<file path="src/design/riib_ram.sv">
// Generic single-clock RAM: one write port, one read port with registered read data.
module riib_ram #(
	parameter int WIDTH = 8,
	parameter int DEPTH = 16
) (
	input  logic                                        clk,
	input  logic                                        we,
	input  logic [((DEPTH > 1) ? $clog2(DEPTH) : 1)-1:0] waddr,
	input  logic [WIDTH-1:0]                            wdata,
	input  logic                                        re,
	input  logic [((DEPTH > 1) ? $clog2(DEPTH) : 1)-1:0] raddr,
	output logic [WIDTH-1:0]                            rdata
);

	logic [WIDTH-1:0] mem [DEPTH];

	// read during write to the same address returns the old data
	always_ff @(posedge clk) begin
		if (we) begin
			mem[waddr] <= wdata;
		end
		if (re) begin
			rdata <= mem[raddr];
		end
	end

endmodule

</file>
<file path="config.mk">
export PLATFORM = sky130hd
export DESIGN_NAME = riib_ram
export DESIGN_NICKNAME = d
export VERILOG_FILES = /design/src/design/riib_ram.sv
export SDC_FILE = /design/constraint.sdc
export NUM_CORES = 1
export LEC_CHECK = 0
export BUFFER_PORTS_ARGS = -buffer_cell sky130_fd_sc_hd__buf_2
export CAP_MARGIN = 20
export CORE_MARGIN = 5
export CORE_UTILIZATION = 60
export DETAILED_ROUTE_END_ITERATION = 6
export HOLD_SLACK_MARGIN = 0.02
export MAX_ROUTING_LAYER = met4
export PLACE_DENSITY = 0.78
export SLEW_MARGIN = 25
export SYNTH_ARGS = -nofsm -noshare
export SYNTH_HDL_FRONTEND = slang
export SYNTH_SLANG_ARGS = --single-unit
</file>
<file path="constraint.sdc">
create_clock -name clk -period 3.48 [get_ports clk]
set_input_delay 0.348 -clock clk [delete_from_list [all_inputs] [get_ports clk]]
set_output_delay 0.348 -clock clk [all_outputs]
set_load 0.05 [all_outputs]
</file>
==> flow_summary_export.csv, run 1 <==
group,metric,value,unit
clock_tree,ctsHoldBuffers,0,
cells_and_area,finalNetCount,288,
cells_and_area,final_common_cell,"edfxtp_1",
logic_synthesis,syn-num-nets,248,
grt,grt_pass1_wl,14.7,mm
clock_tree,path_clk_slew,0.06,ns
clock_tree,clkSinkCount,136,
sta,fin_worst_skew,0.00707,ns
status,status,"finished, final reports clean",
logic_synthesis,synth_edf_count,136,
die,dieArea,10700,um^2
grt,gr-total-overflow,0,
job,max-cap-violations,0,
sta,maxSlewHeadroom,33.2,%
clock_tree,cts_resized,0,
clock_tree,cts_setup_buffers,0,
drt,drc,0,
setup_path,slowest_stage,"mux4_1",
clock_tree,cts_root_buf,"clkbuf_8",
die,ioPinCount,27,
setup_path,crit_path_start_kind,"primary input",
grt,grt_usage,21.0,%
clock_tree,clk_latency,0.52,ns
clock_tree,clockBufferDepth,2,
setup_path,worstPathCellList,"buf_2 -> buf_12 -> mux4_1 -> a22oi_1 -> nand2_1",
die,fp.dieW,103,um
placement,hpwl,5.69,mm
drt,ant_nets,0,
drt,first_pass_iters,5,
placement,gp_congestion,0.754,
grt,top_usage_layer,"met2",
sta,setup_viol,0,
setup_path,slowest_delay,0.60,ns
cells_and_area,antenna_cells,0,
sta,setup_slack,1.67,ns
logic_synthesis,synthArstFlopShare,0,%
clock_tree,cts_tree,"done",
die,fp.dieH,103,um
grt,grt_use_met2,31.9,%
grt,grt.met1_usage,28.0,%
drt,drt_iter0_markers,240,
setup_path,end_kind,"register",
power,power.density,628,nW/um^2
drt,via_per_inst,6.30,
sta,hold_slack,0.186,ns
setup_path,crit_type,"in2reg",
placement,place_ws,1.18,ns
cells_and_area,area_delta_synth_final,15.7,%
drt,finalWirelength,9.66,mm
setup_path,cp.arrival,2.08,ns
cells_and_area,drive_above_1_share,28.7,%
logic_synthesis,synthesis.area,5230,um^2
sta,tightest_slew,0.999,ns
logic_synthesis,synth_flop_cell,"edfxtp_1",
grt,grt_pass1_vias,2555,
grt,antenna_found_initial,0,
drt,detail_route.wl_per_cell,24.8,um
die,core-area,8590,um^2
power,leakagePower,0.00201,uW
cells_and_area,layout_common_cells,"edfxtp_1 (136), buf_2 (26), mux4_2 (18), a22oi_1 (16), clkbuf_16 (16)",
sta,layout_min_cycle_time,1.81,ns
sta,tns,0,ns
logic_synthesis,ys_seq_area_share,78.1,%
sta,max_freq,551,MHz
sta,hold_violations,0,
setup_path,cp_max_fo,21,
logic_synthesis,synth_seq_cells,136,
logic_synthesis,synth_area_per_cell,22.8,um^2
grt,grt_max_degree,33,
min_path,hold_path_class,"in2reg",
power,ir_worst_vdd,0.361,mV
die,rows,34,
setup_path,critPathRequiredTime,3.75,ns
die,start_util,60.8,%
drt,vias,2458,
clock_tree,cts.htree.levels,4,
placement,portBuffers,26,
logic_synthesis,ys_warn_count,0,
grt,grt.met3_usage,5.84,%
logic_synthesis,syn_inst,229,
clock_tree,cts_buffers,17,
sta,drv_slew,0,
sta,rsz0062_at_grt,"false",
logic_synthesis,synth_cell_types,18,
sta,timing.final.crit_share,52.1,%
worst max-delay path: cells and delay by family:
family | cells | cell delay (ns)
multiplexers | 1 | 0.60
AND/OR/NAND/NOR | 1 | 0.08
AO/OA/AOI/OAI | 1 | 0.22
buffers and inverters | 2 | 0.82
per-stage QoR:
stage	cells	total power, uW	instance area, um^2	utilization [%]
finish	390	3800	6050	70.4
floorplan	229	2010	5230	-
global placement	358	2070	5460	63.5
CTS	390	3820	6050	70.4
detailed placement	358	2070	5460	63.5
global route	390	3920	6050	70.4
worst paths after layout:
path,start,endpoint,slack [ns],cells past startpoint
max,raddr[0],rdata[3],1.67,5
max reg2reg,mem[3][4],rdata[4],1.97,3
min,re,rdata[2],0.19,1
min reg2reg,mem[12][4],rdata[4],0.75,3
cell usage after synthesis, drive strengths merged, types with 2 or more instances:
library cell,instances,area share (%)
a22oi,16,2.3
edfxtp,136,78
buf,7,1.1
nand3b,2,0.29
nand2,9,0.65
clkdlybuf4s25,3,0.57
nor3,4,0.38
nor2,13,0.93
nand2b,2,0.24
mux4,32,15
area by class of cell:
type                            count  area [um^2]
Fill cell                         518         2540
Tap cell                          108          135
Multi-Input combinational cell     83         1060
Timing Repair Buffer               31          180
Clock buffer                       18          418
Sequential cell                   136         4080
Clock inverter                     14          174
state kept, by name, indices dropped and copies added (netlist names):
signal  count
rdata       8
mem       128
kinds of logic after synthesis:
| logic type | synth area share, % |
|---|---|
| flip-flops | 78.1 |
| buffers and inverters | 1.65 |
| multiplexers | 14.8 |
| AO/OA/AOI/OAI | 2.30 |
| AND/OR/NAND/NOR | 3.14 |
where the power goes:
group | internal (uW) | switching (uW) | total [uW]
sequential | 1850 | 10.4 | 1860
combinational | 66.8 | 120 | 186
clock | 1090 | 661 | 1750
routing by layer:
layer  part of all wire (%)  vias to the layer above
li1                       -                     1065
met1                     40                     1249
met2                     51                      126
met3                    7.6                       18
met4                    1.7                        0
met5                      0                        -
Power figures use the tool's default switching activity.
==> run 2, diff against run 1 <==
clock period = 1.8 ns   (was 3.48 ns; I/O delays follow)
==> flow_summary_export.csv, run 2 (same netlist as run 1, synthesis figures left out) <==
group,metric,value,unit
power,power.density,1250,nW/um^2
placement,dpl_cell_area,5590,um^2
drt,ant_nets,0,
placement,portBuffers,26,
cells_and_area,drive_above_1_share,31.4,%
clock_tree,clkSinkCount,136,
setup_path,path_buf_inv,0,
setup_path,critPathRequiredTime,2.05,ns
drt,finalWirelength,10.2,mm
sta,setup_viol,0,
drt,first_pass_iters,5,
job,max-cap-violations,0,
cells_and_area,reg_top3,"mem x128, rdata x8",
die,fp.dieH,103,um
sta,fin_worst_skew,0.00727,ns
power,ir_worst_vdd,0.763,mV
cells_and_area,layout_common_cells,"edfxtp_1 (136), buf_2 (26), buf_4 (19), mux4_2 (18)",
min_path,hold_path_class,"in2reg",
drt,detail_route.wl_per_cell,25.1,um
cells_and_area,area_delta_synth_final,20.0,%
cells_and_area,largest-register,"mem",
cells_and_area,final_common_cell,"edfxtp_1",
clock_tree,cts_setup_buffers,0,
sta,rsz0062_at_grt,"false",
setup_path,crit_type,"reg2reg",
grt,grt_max_degree,21,
die,rows,34,
clock_tree,cts_root_buf,"clkbuf_8",
setup_path,slowest_stage,"mux4_2",
drt,drc,0,
clock_tree,cts_tree,"done",
grt,grt_pass1_vias,2704,
sta,max_freq,632,MHz
power,p_switching,1480,uW
sta,tightest_slew,0.544,ns
die,dieArea,10700,um^2
die,fp.dieW,103,um
die,start_util,60.8,%
cells_and_area,nFillCells,492,
sta,drv_slew,0,
power,swShare,18.8,%
setup_path,cp.arrival,1.84,ns
cells_and_area,antenna_cells,0,
cells_and_area,finalNetCount,305,
grt,gr-total-overflow,0,
drt,via_per_inst,6.17,
power,clockPowerShare,49.4,%
drt,drt_iter0_markers,260,
grt,grt_usage,22.3,%
drt,vias,2513,
clock_tree,cts_buffers,17,
sta,layout_min_cycle_time,1.58,ns
setup_path,crit_family,"multiplexers",
sta,maxSlewHeadroom,63.6,%
setup_path,cp_max_fo,1,
clock_tree,cts.htree.levels,4,
setup_path,crit_path_start_kind,"register",
status,status,"finished, final reports clean",
placement,hpwl,5.99,mm
cells_and_area,final_area,6270,um^2
die,ioPinCount,27,
sta,hold_violations,0,
sta,timing.final.crit_share,87.9,%
die,core-area,8590,um^2
grt,grt_pass1_wl,15.8,mm
clock_tree,clk_latency,0.51,ns
power,leakagePower,0.00215,uW
placement,gp_congestion,0.783,
sta,tns,0,ns
power,p_int,6380,uW
clock_tree,path_clk_slew,0.06,ns
setup_path,worstPathCellList,"mux4_2 -> a22oi_1 -> nand2_1",
setup_path,end_kind,"register",
clock_tree,clockBufferDepth,2,
cells_and_area,largest_reg_flops,128,
grt,antenna_found_initial,0,
power,p_seq_share,45.7,%
setup_path,slowest_delay,0.52,ns
power,p_comb_share,4.9,%
-- run 2: changes by cell type in the layout (fill, tap and decap cells not counted) --
cell | before | now
buf_4 | 4 | 19
clkinvlp_4 | 7 | 2
bufinv_16 | 3 | 7
clkinv_1 | 0 | 2
inv_6 | 2 | 0
buf_12 | 1 | 2
clkbuf_1 | 1 | 2
clkinv_2 | 1 | 0
clkinv_4 | 1 | 2
dlygate4sd3_1 | 0 | 1
-- run 2: repair_timing --
item	in CTS	in global routing
endpoints found under the hold margin	8	0
hold buffers	1	0
gates resized for setup	0	0
-- run 2: per-stage QoR --
stage	utilization, %	cells	setup WS (ns)	hold WS (ns)	total power (uW)
6_report	73.0	407	0.218	0.0447	7850
5_1_grt	73.0	407	0.189	0.0440	8080
4_1_cts	73.0	407	0.251	0.0267	7890
3_5_place_dp	65.0	374	0.0724	0.541	4030
3_3_place_gp	65.0	374	0.0890	0.528	4010
2_1_floorplan	-	229	0.127	0.279	3880
-- run 2: layout make-up --
class	instances	area [um^2]	share of cell area (%)
Clock buffer	19	422	6.72
Tap cell	108	135	2.15
Sequential cell	136	4080	65.1
Clock inverter	13	250	3.99
Multi-Input combinational cell	83	1060	16.9
Timing Repair Buffer	48	323	5.15
-- run 2: power groups by stage --
| stage | Combinational [uW] | Sequential, uW | Clock [uW] |
|---|---|---|---|
| 3_5_place_dp | 377 | 3650 | 0 |
| 5_1_grt | 410 | 3590 | 4080 |
| 6_report | 384 | 3590 | 3880 |
| 4_1_cts | 388 | 3590 | 3910 |
| 3_3_place_gp | 368 | 3650 | 0 |
| 2_1_floorplan | 180 | 3700 | 0 |
-- run 2: final timing paths --
| path | from | end | slack [ns] | cells past startpoint |
|---|---|---|---|---|
| min reg2reg | mem[11][1] | rdata[1] | 0.75 | 3 |
| max | mem[3][4] | rdata[4] | 0.22 | 3 |
| max reg2reg | mem[3][4] | rdata[4] | 0.22 | 3 |
| min | wdata[0] | mem[2][0] | 0.04 | 1 |
-- run 2: metal layers --
| layer | wire, um | part of all wire (%) | vias to the layer above | GRT usage [%] |
|---|---|---|---|---|
| met2 | 5160 | 51 | 121 | 35.3 |
| met4 | 200 | 2.0 | 0 | 8.07 |
| li1 | - | - | 1090 | - |
| met1 | 4120 | 40 | 1285 | 28.8 |
| met3 | 738 | 7.2 | 17 | 5.30 |
| met5 | 0 | 0 | - | - |
